## src/design/spfd_pkg.sv

```systemverilog
// Shared types, constants and status codes for the sensor pulse frame decoder.
// No dependencies; every other design file imports this package.
`default_nettype none

package spfd_pkg;

  localparam int unsigned FRAME_BITS = 40;
  localparam int unsigned CNT_W      = 6;
  localparam int unsigned BYTE_W     = 8;
  localparam int unsigned STATUS_W   = 2;
  localparam int unsigned APB_DW     = 32;
  localparam int unsigned APB_AW     = 4;

  localparam logic [BYTE_W-1:0] FRAC_LIMIT = 8'd9;
  localparam logic [CNT_W-1:0]  LAST_PULSE = CNT_W'(FRAME_BITS - 1);

  // Register indexes (paddr[3:2]).
  localparam logic [1:0] REG_ONE_MIN  = 2'd0;
  localparam logic [1:0] REG_ONE_MAX  = 2'd1;
  localparam logic [1:0] REG_ZERO_MIN = 2'd2;
  localparam logic [1:0] REG_ZERO_MAX = 2'd3;

  // Reset values of the window registers.
  localparam logic [BYTE_W-1:0] ONE_MIN_RST  = 8'd60;
  localparam logic [BYTE_W-1:0] ONE_MAX_RST  = 8'd79;
  localparam logic [BYTE_W-1:0] ZERO_MIN_RST = 8'd23;
  localparam logic [BYTE_W-1:0] ZERO_MAX_RST = 8'd28;

  // Frame status codes.
  localparam logic [STATUS_W-1:0] STATUS_OK      = 2'd0;
  localparam logic [STATUS_W-1:0] STATUS_INVALID = 2'd1;
  localparam logic [STATUS_W-1:0] STATUS_CKSUM   = 2'd2;

  typedef struct packed {
    logic [BYTE_W-1:0] one_min;
    logic [BYTE_W-1:0] one_max;
    logic [BYTE_W-1:0] zero_min;
    logic [BYTE_W-1:0] zero_max;
  } win_cfg_t;

  // A completed frame as it leaves the bit accumulator.
  typedef struct packed {
    logic                  last;
    logic                  pulse_err;
    logic [FRAME_BITS-1:0] bits;
  } frame_t;

endpackage

`default_nettype wire

```

## src/design/spfd_in_if.sv

```systemverilog
// Input channel of the pulse frame decoder: one pulse width per word.
// Depends on spfd_pkg.
`default_nettype none

interface spfd_in_if;
  import spfd_pkg::*;

  logic              valid;
  logic              ready;
  logic [BYTE_W-1:0] pulse_us;

  modport source (output valid, output pulse_us, input ready);
  modport sink   (input valid, input pulse_us, output ready);
endinterface

`default_nettype wire

```

## src/design/spfd_out_if.sv

```systemverilog
// Result channel of the pulse frame decoder: five frame bytes and a status per word.
// Depends on spfd_pkg.
`default_nettype none

interface spfd_out_if;
  import spfd_pkg::*;

  logic                valid;
  logic                ready;
  logic [BYTE_W-1:0]   humidity_int;
  logic [BYTE_W-1:0]   humidity_frac;
  logic [BYTE_W-1:0]   temp_int;
  logic [BYTE_W-1:0]   temp_frac;
  logic [BYTE_W-1:0]   check_byte;
  logic [STATUS_W-1:0] status;

  modport source (output valid, output humidity_int, output humidity_frac, output temp_int,
                  output temp_frac, output check_byte, output status, input ready);
  modport sink   (input valid, input humidity_int, input humidity_frac, input temp_int,
                  input temp_frac, input check_byte, input status, output ready);
endinterface

`default_nettype wire

```

## src/design/spfd_cfg_regs.sv

```systemverilog
// APB register file holding the bounds of the two pulse classification windows.
// Depends on spfd_pkg.
`default_nettype none

module spfd_cfg_regs (
  input  wire logic                         clk,
  input  wire logic                         rst_n,
  input  wire logic                         psel,
  input  wire logic                         penable,
  input  wire logic                         pwrite,
  input  wire logic [spfd_pkg::APB_AW-1:0]  paddr,
  input  wire logic [spfd_pkg::APB_DW-1:0]  pwdata,
  output logic      [spfd_pkg::APB_DW-1:0]  prdata,
  output logic                              pready,
  output spfd_pkg::win_cfg_t                cfg
);
  import spfd_pkg::*;

  win_cfg_t   cfg_r;
  win_cfg_t   cfg_nxt;
  logic       wr_en;
  logic [1:0] reg_idx;

  assign pready  = 1'b1;
  assign reg_idx = paddr[3:2];
  assign wr_en   = psel & penable & pwrite & pready;

  always_comb begin
    cfg_nxt = cfg_r;
    if (wr_en) begin
      case (reg_idx)
        REG_ONE_MIN:  cfg_nxt.one_min  = pwdata[BYTE_W-1:0];
        REG_ONE_MAX:  cfg_nxt.one_max  = pwdata[BYTE_W-1:0];
        REG_ZERO_MIN: cfg_nxt.zero_min = pwdata[BYTE_W-1:0];
        REG_ZERO_MAX: cfg_nxt.zero_max = pwdata[BYTE_W-1:0];
        default:      cfg_nxt = cfg_r;
      endcase
    end
  end

  always_ff @(posedge clk) begin
    if (!rst_n) begin
      cfg_r.one_min  <= ONE_MIN_RST;
      cfg_r.one_max  <= ONE_MAX_RST;
      cfg_r.zero_min <= ZERO_MIN_RST;
      cfg_r.zero_max <= ZERO_MAX_RST;
    end else begin
      cfg_r <= cfg_nxt;
    end
  end

  always_comb begin
    prdata = '0;
    case (reg_idx)
      REG_ONE_MIN:  prdata[BYTE_W-1:0] = cfg_r.one_min;
      REG_ONE_MAX:  prdata[BYTE_W-1:0] = cfg_r.one_max;
      REG_ZERO_MIN: prdata[BYTE_W-1:0] = cfg_r.zero_min;
      REG_ZERO_MAX: prdata[BYTE_W-1:0] = cfg_r.zero_max;
      default:      prdata = '0;
    endcase
  end

  assign cfg = cfg_r;

endmodule

`default_nettype wire

```

## src/design/spfd_bit_acc.sv

```systemverilog
// Classifies each pulse width against the windows and shifts the bit into the frame.
// Depends on spfd_pkg.
`default_nettype none

module spfd_bit_acc (
  input  wire logic                          clk,
  input  wire logic                          rst_n,
  input  wire logic                          step,
  input  wire logic [spfd_pkg::BYTE_W-1:0]   pulse_us,
  input  wire spfd_pkg::win_cfg_t            cfg,
  output spfd_pkg::frame_t                   frame
);
  import spfd_pkg::*;

  logic [CNT_W-1:0]      count_r, count_nxt;
  logic [FRAME_BITS-1:0] shift_r, shift_nxt;
  logic                  err_r, err_nxt;
  logic                  is_one, is_zero, last;
  logic [FRAME_BITS-1:0] shifted;
  logic                  err_seen;

  // The one window takes priority where the two overlap.
  assign is_one   = (pulse_us >= cfg.one_min) && (pulse_us <= cfg.one_max);
  assign is_zero  = (pulse_us >= cfg.zero_min) && (pulse_us <= cfg.zero_max);
  assign shifted  = {shift_r[FRAME_BITS-2:0], is_one};
  assign err_seen = err_r | ~(is_one | is_zero);
  assign last     = (count_r == LAST_PULSE);

  always_comb begin
    count_nxt = count_r;
    shift_nxt = shift_r;
    err_nxt   = err_r;
    if (step) begin
      if (last) begin
        count_nxt = '0;
        shift_nxt = '0;
        err_nxt   = 1'b0;
      end else begin
        count_nxt = count_r + 1'b1;
        shift_nxt = shifted;
        err_nxt   = err_seen;
      end
    end
  end

  always_ff @(posedge clk) begin
    if (!rst_n) begin
      count_r <= '0;
      shift_r <= '0;
      err_r   <= 1'b0;
    end else begin
      count_r <= count_nxt;
      shift_r <= shift_nxt;
      err_r   <= err_nxt;
    end
  end

  assign frame.last      = last;
  assign frame.pulse_err = err_seen;
  assign frame.bits      = shifted;

endmodule

`default_nettype wire

```

## src/design/spfd_frame_chk.sv

```systemverilog
// Checks a completed frame and holds the result word until the sink takes it.
// Depends on spfd_pkg and spfd_out_if.
`default_nettype none

module spfd_frame_chk (
  input  wire logic              clk,
  input  wire logic              rst_n,
  input  wire logic              load,
  input  wire spfd_pkg::frame_t  frame,
  output logic                   busy,
  spfd_out_if.source             out_ch
);
  import spfd_pkg::*;

  logic                valid_r, valid_nxt;
  logic [BYTE_W-1:0]   b0, b1, b2, b3, b4;
  logic [BYTE_W-1:0]   sum;
  logic                invalid;
  logic [BYTE_W-1:0]   hi_r, hf_r, ti_r, tf_r, ck_r;
  logic [STATUS_W-1:0] status_r;

  assign b0 = frame.bits[39:32];
  assign b1 = frame.bits[31:24];
  assign b2 = frame.bits[23:16];
  assign b3 = frame.bits[15:8];
  assign b4 = frame.bits[7:0];

  assign sum     = b0 + b1 + b2 + b3;
  assign invalid = frame.pulse_err | (b1 > FRAC_LIMIT) | (b3 > FRAC_LIMIT);

  always_comb begin
    valid_nxt = valid_r;
    if (out_ch.ready) valid_nxt = 1'b0;
    if (load)         valid_nxt = 1'b1;
  end

  always_ff @(posedge clk) begin
    if (!rst_n) begin
      valid_r <= 1'b0;
    end else begin
      valid_r <= valid_nxt;
    end
  end

  always_ff @(posedge clk) begin
    if (load) begin
      if (invalid) begin
        hi_r     <= '0;
        hf_r     <= '0;
        ti_r     <= '0;
        tf_r     <= '0;
        ck_r     <= '0;
        status_r <= STATUS_INVALID;
      end else begin
        hi_r     <= b0;
        hf_r     <= b1;
        ti_r     <= b2;
        tf_r     <= b3;
        ck_r     <= b4;
        status_r <= (sum == b4) ? STATUS_OK : STATUS_CKSUM;
      end
    end
  end

  // The result register can take a new word when empty or being emptied this cycle.
  assign busy = valid_r & ~out_ch.ready;

  assign out_ch.valid         = valid_r;
  assign out_ch.humidity_int  = hi_r;
  assign out_ch.humidity_frac = hf_r;
  assign out_ch.temp_int      = ti_r;
  assign out_ch.temp_frac     = tf_r;
  assign out_ch.check_byte    = ck_r;
  assign out_ch.status        = status_r;

endmodule

`default_nettype wire

```

## src/design/sensor_pulse_frame_decoder_unit.sv

```systemverilog
// Top level of the sensor pulse frame decoder: input register, bit accumulator,
// frame checker with result register, and the APB window registers. Depends on spfd_pkg.
//
//   channel  | direction | word / access
//   ---------+-----------+-----------------------------------------------------
//   in_ch    | sink      | pulse_us, one high-pulse width per word
//   out_ch   | source    | five frame bytes and status, one word per 40 pulses
//   APB      | slave     | four 8-bit window registers at byte offsets 0,4,8,12
//
// One word is taken per cycle while no pulse is held back: a pulse is registered
// in the input register, is classified and shifted in, and on the 40th pulse
// the checked frame is loaded into the result register. Only the 40th pulse of
// a frame waits when the result register is still full; other pulses flow on.
// Reset is synchronous and active low and clears the frame state and restores
// the window defaults.
`default_nettype none

module sensor_pulse_frame_decoder_unit (
  input  wire logic                         clk,
  input  wire logic                         rst_n,
  spfd_in_if.sink                           in_ch,
  spfd_out_if.source                        out_ch,
  input  wire logic                         psel,
  input  wire logic                         penable,
  input  wire logic                         pwrite,
  input  wire logic [spfd_pkg::APB_AW-1:0]  paddr,
  input  wire logic [spfd_pkg::APB_DW-1:0]  pwdata,
  output logic      [spfd_pkg::APB_DW-1:0]  prdata,
  output logic                              pready
);
  import spfd_pkg::*;

  logic              in_vld_r, in_vld_nxt;
  logic [BYTE_W-1:0] pulse_r;
  logic              advance;
  logic              out_busy;
  win_cfg_t          cfg;
  frame_t            frame;

  spfd_cfg_regs u_cfg (
    .clk     (clk),
    .rst_n   (rst_n),
    .psel    (psel),
    .penable (penable),
    .pwrite  (pwrite),
    .paddr   (paddr),
    .pwdata  (pwdata),
    .prdata  (prdata),
    .pready  (pready),
    .cfg     (cfg)
  );

  // The held pulse moves on unless it closes a frame and the result register is occupied.
  assign advance      = in_vld_r & ~(frame.last & out_busy);
  assign in_ch.ready  = ~in_vld_r | advance;

  always_comb begin
    in_vld_nxt = in_vld_r;
    if (advance)                  in_vld_nxt = 1'b0;
    if (in_ch.valid & in_ch.ready) in_vld_nxt = 1'b1;
  end

  always_ff @(posedge clk) begin
    if (!rst_n) begin
      in_vld_r <= 1'b0;
    end else begin
      in_vld_r <= in_vld_nxt;
    end
  end

  always_ff @(posedge clk) begin
    if (in_ch.valid & in_ch.ready) pulse_r <= in_ch.pulse_us;
  end

  spfd_bit_acc u_acc (
    .clk      (clk),
    .rst_n    (rst_n),
    .step     (advance),
    .pulse_us (pulse_r),
    .cfg      (cfg),
    .frame    (frame)
  );

  spfd_frame_chk u_chk (
    .clk    (clk),
    .rst_n  (rst_n),
    .load   (advance & frame.last),
    .frame  (frame),
    .busy   (out_busy),
    .out_ch (out_ch)
  );

endmodule

`default_nettype wire
```

## src/flat_wrapper.sv

```systemverilog
// flat-port wrapper written by rule: the top's interface ports become plain ports
module sensor_pulse_frame_decoder_unit_flat import spfd_pkg::*;
  (clk, rst_n, psel, penable, pwrite, paddr, pwdata, prdata, pready, in_ch_valid, in_ch_pulse_us, in_ch_ready, out_ch_valid, out_ch_humidity_int, out_ch_humidity_frac, out_ch_temp_int, out_ch_temp_frac, out_ch_check_byte, out_ch_status, out_ch_ready);
  spfd_in_if in_ch_i ();
  spfd_out_if out_ch_i ();
  input  wire logic clk;
  input  wire logic rst_n;
  input  wire logic psel;
  input  wire logic penable;
  input  wire logic pwrite;
  input  wire logic [spfd_pkg::APB_AW-1:0] paddr;
  input  wire logic [spfd_pkg::APB_DW-1:0] pwdata;
  output logic      [spfd_pkg::APB_DW-1:0] prdata;
  output logic pready;
  input wire logic [$bits(in_ch_i.valid)-1:0] in_ch_valid;
  input wire logic [$bits(in_ch_i.pulse_us)-1:0] in_ch_pulse_us;
  output wire logic [$bits(in_ch_i.ready)-1:0] in_ch_ready;
  output wire logic [$bits(out_ch_i.valid)-1:0] out_ch_valid;
  output wire logic [$bits(out_ch_i.humidity_int)-1:0] out_ch_humidity_int;
  output wire logic [$bits(out_ch_i.humidity_frac)-1:0] out_ch_humidity_frac;
  output wire logic [$bits(out_ch_i.temp_int)-1:0] out_ch_temp_int;
  output wire logic [$bits(out_ch_i.temp_frac)-1:0] out_ch_temp_frac;
  output wire logic [$bits(out_ch_i.check_byte)-1:0] out_ch_check_byte;
  output wire logic [$bits(out_ch_i.status)-1:0] out_ch_status;
  input wire logic [$bits(out_ch_i.ready)-1:0] out_ch_ready;
  assign in_ch_i.valid = in_ch_valid;
  assign in_ch_i.pulse_us = in_ch_pulse_us;
  assign in_ch_ready = in_ch_i.ready;
  assign out_ch_valid = out_ch_i.valid;
  assign out_ch_humidity_int = out_ch_i.humidity_int;
  assign out_ch_humidity_frac = out_ch_i.humidity_frac;
  assign out_ch_temp_int = out_ch_i.temp_int;
  assign out_ch_temp_frac = out_ch_i.temp_frac;
  assign out_ch_check_byte = out_ch_i.check_byte;
  assign out_ch_status = out_ch_i.status;
  assign out_ch_i.ready = out_ch_ready;
  sensor_pulse_frame_decoder_unit u_core (.clk(clk), .rst_n(rst_n), .in_ch(in_ch_i), .out_ch(out_ch_i), .psel(psel), .penable(penable), .pwrite(pwrite), .paddr(paddr), .pwdata(pwdata), .prdata(prdata), .pready(pready));
endmodule
```

## config.mk

```make
export PLATFORM = sky130hd
export DESIGN_NAME = sensor_pulse_frame_decoder_unit_flat
export DESIGN_NICKNAME = d
export VERILOG_FILES = /design/src/design/spfd_pkg.sv /design/src/design/spfd_in_if.sv /design/src/design/spfd_out_if.sv /design/src/design/spfd_cfg_regs.sv /design/src/design/spfd_bit_acc.sv /design/src/design/spfd_frame_chk.sv /design/src/design/sensor_pulse_frame_decoder_unit.sv /design/src/flat_wrapper.sv
export SDC_FILE = /design/constraint.sdc
export NUM_CORES = 1
export LEC_CHECK = 0
export ABC_AREA = 1
export BUFFER_PORTS_ARGS = -buffer_cell sky130_fd_sc_hd__buf_2
export CAP_MARGIN = 0
export CORE_ASPECT_RATIO = 0.6
export CORE_MARGIN = 3
export CORE_UTILIZATION = 30
export CTS_BUF_LIST = sky130_fd_sc_hd__clkbuf_8
export DETAILED_ROUTE_END_ITERATION = 8
export MAX_ROUTING_LAYER = met4
export PLACE_DENSITY = 0.6
export SLEW_MARGIN = 20
export SYNTH_ARGS = -nofsm -noshare
export SYNTH_HDL_FRONTEND = slang
export SYNTH_SLANG_ARGS = --single-unit
```

## constraint.sdc

```tcl
create_clock -name clk -period 5.2 [get_ports clk]
set_input_delay 1.04 -clock clk [delete_from_list [all_inputs] [get_ports clk]]
set_output_delay 1.04 -clock clk [all_outputs]
set_load 0.02 [all_outputs]
```

==> impl_metrics.yaml <==
sta:
  rsz0062_at_grt: "false"
  fin_crit_ns: 3.43
  setup_violations: 0
  finalHoldViolCount: 0
  period_share: 0.660
  hold_slack_ns: 0.467
  tightest_slew_ns: 1.09
  drv_slew: 0
  finClkSkew_ns: 0.0126
  fmax_ghz: 0.291
  final.setup.worst_slack_ns: 1.77
  fin_setup_tns_ns: 0
  slew_headroom: 0.273
layout:
  layout.cells.non_filler: 1198
  syn_to_final_growth_pct: 12.4
  multi_input_area_um2: 3330
  drive_gt1_frac: 0.271
  final_cell_mix: "147 x nand2_1, 110 x inv_1, 80 x dfxtp_1"
  fin_util: 0.345
  seqCellArea_um2: 3100
  fin_nets: 973
  n_fill_cell: 2447
  final_cell_area_um2: 8010
  layout_commonest_cell: "nand2_1"
route:
  drtIter0Drc: 279
  drc: 0
  drt-total-wl_um: 16300
  drt-pass1-iter-count: 5
  ant_nets: 0
  via_count: 5175
  vias_per_cell: 4.32
  post_drt_wl_per_cell_um: 13.6
floorplanning:
  fp.dieW_um: 205
  core_um2: 23200
  die_h_um: 125
  start_util: 0.307
  ioPinCount: 128
  rows: 43
  die_area_um2: 25700
pwr:
  total_power_mw: 2.06
  leakage_nw: 3.28
  switching_share: 0.294
  p_per_area_nw_per_um2: 257
  p_switching_mw: 0.606
  p_clk_frac: 0.373
  p_int_mw: 1.45
  irDropWorstVdd_mv: 0.136
  seq_power_share: 0.523
  pwr-share-comb: 0.103
placement:
  port-buffer-count: 76
  post_dp_cell_area_um2: 7660
  dp_hpwl_um: 11900
  dp.cells: 1164
  place_congestion: 0.904
  dp_slack_ns: 1.83
synthesis:
  synth.distinct_cells: 41
  synth_edf_count: 50
  seq_area_frac_synth: 0.435
  synth_top_family_by_area: "simple AND/OR/NAND/NOR gates"
  synth_xor_area_frac: 0.00807
  synth_seq_cells: 130
  synthFlopType: "dfxtp_1"
  syn-cell-area_um2: 7130
  synthMuxAreaShare: 0
  yosys.area_share.simple: 0.206
  ys.warnings.count: 0
  syn_inst: 785
  syn_area_per_cell_um2: 9.08
  synth_compound_area_frac: 0.127
  synthAdderAreaFrac: 0.110
  async_reset_ff_frac: 0
worst_setup_path:
  crit_buf_inv: 4
  cp_slowest_cell: "nor2_2"
  crit_family: "buffers and inverters"
  cp.required_ns: 4.16
  crit_type: "input port to output pin"
  slowest_delay_ns: 0.31
  cp_max_fo: 6
  critPathLaunchType: "input port"
  worstPathArrival_ns: 2.39
  worstSetupEndpointType: "output pin"
  path_cells: "buf_2 > inv_1 > nor2_2 > inv_1 > o22ai_1 > a21oi_1 > o21ai_0 > buf_2"
global_route:
  use_met2: 0.164
  grt_pass1_wl_um: 25900
  overflow: 0
  grt_pass1_vias: 4789
  use_met3: 0.0396
  grt_use_total: 0.134
  grt_max_degree: 48
  antenna_found_initial: 2
  use_met1: 0.208
  grt_busiest_layer: "met1"
clock_network:
  cts_resized: 0
  cts_buffer_depth: 2
  clkTransAtPathRegs_ns: 0.07
  htreeDepth: 4
  post_cts_buffers: 0
  cts_made_buffers: 17
  clock-root-buffer: "clkbuf_8"
  tritoncts: "built"
  cts.sinks: 130
  clk_latency_ns: 0.44
  ctsHoldBuffers: 0
hold_path:
  hold_class: "register to register"
outcome:
  status: "finished, final reports clean"
job:
  drv_cap: 0
-- synthesized netlist by cell type, types with 2 or more instances --
cell,instances,area (um^2)
nand2_1,147,552
inv_1,110,413
dfxtp_1,80,1600
edfxtp_1,50,1500
a21oi_1,46,230
nand2_2,44,275
ha_1,40,500
a21oi_2,39,342
o21ai_0,31,155
buf_4,25,188
nand3_1,25,125
nor2_2,25,156
nor2_1,22,82.6
fa_1,14,280
o211ai_1,14,105
nor2_4,12,135
nand4_1,8,50.1
clkbuf_1,7,26.3
buf_12,5,100
buf_2,4,20.0
inv_2,4,15.0
o21a_1,4,30.0
nor4_1,3,18.8
o22ai_1,3,18.8
xnor2_1,3,26.3
buf_6,2,22.5
conb_1,2,7.51
nor3_1,2,10.0
o21bai_1,2,15.0
-- power by group through the flow --
stage	logic, mW	registers (mW)	clock network, mW
finish	0.213	1.08	0.768
global route	0.240	1.08	0.847
CTS	0.215	1.08	0.803
detailed placement	0.213	1.10	0
global placement	0.210	1.10	0
floorplan	0.190	1.10	0
-- flip-flops by register name, summed over array words and instances (netlist names) --
name and count:
u_core.u_chk.out_ch.humidity_int 8, u_core.u_chk.out_ch.humidity_frac 8, u_core.u_cfg.cfg 32, u_core.u_acc.shift_r 39
u_core.u_chk.out_ch.valid 1, u_core.u_chk.out_ch.temp_int 8, u_core.u_chk.out_ch.temp_frac 8, u_core.u_chk.out_ch.status 2
u_core.u_chk.out_ch.check_byte 8, u_core.pulse_r 8, u_core.in_vld_r 1, u_core.u_acc.count_r 6
u_core.u_acc.err_r 1
-- final cells by class --
cell class / count / share of cell area
Clock inverter: 15 / 0.0141
Antenna cell: 2 / 0.000625
Tap cell: 315 / 0.0492
Sequential cell: 130 / 0.387
Clock buffer: 17 / 0.0292
Inverter: 115 / 0.0539
Timing Repair Buffer: 78 / 0.0494
Multi-Input combinational cell: 526 / 0.416
-- worst paths after layout --
path | startpoint | to | slack (ns) | cells after the start
worst max-delay path | paddr[3] | prdata[6] | 1.77 | 8
worst min-delay path | u_core.u_acc.err_r | u_core.u_acc.err_r | 0.47 | 2
worst max register to register | u_core.u_acc.shift_r[8] | u_core.u_chk.out_ch.status[1] | 1.91 | 16
worst min register to register | u_core.u_acc.err_r | u_core.u_acc.err_r | 0.47 | 2
-- logic make-up (layout without fill, tap and decap cells) --
group / after synthesis / after routing
AND/OR/NAND/NOR: 294 / 294
buffers and inverters: 160 / 225
AO/OA/AOI/OAI: 140 / 140
flip-flops: 130 / 130
adder cells (fa/ha/maj): 54 / 54
XOR/XNOR: 5 / 5
other: 2 / 35
-- worst reg2reg max path, delay by kind of cell, from the launching register on --
family,cells,cell delay (ns)
flip-flops,1,0.37
XOR/XNOR,1,0.11
AND/OR/NAND/NOR,8,0.66
adder cells (fa/ha/maj),4,1.78
buffers and inverters,3,0.13
-- metal layers --
layer	vias up	share of wire
met4	0	0.0073
met1	2378	0.54
li1	2663	-
met5	-	0
met2	123	0.38
met3	11	0.067
No activity file was read; power rests on OpenSTA's default activity.
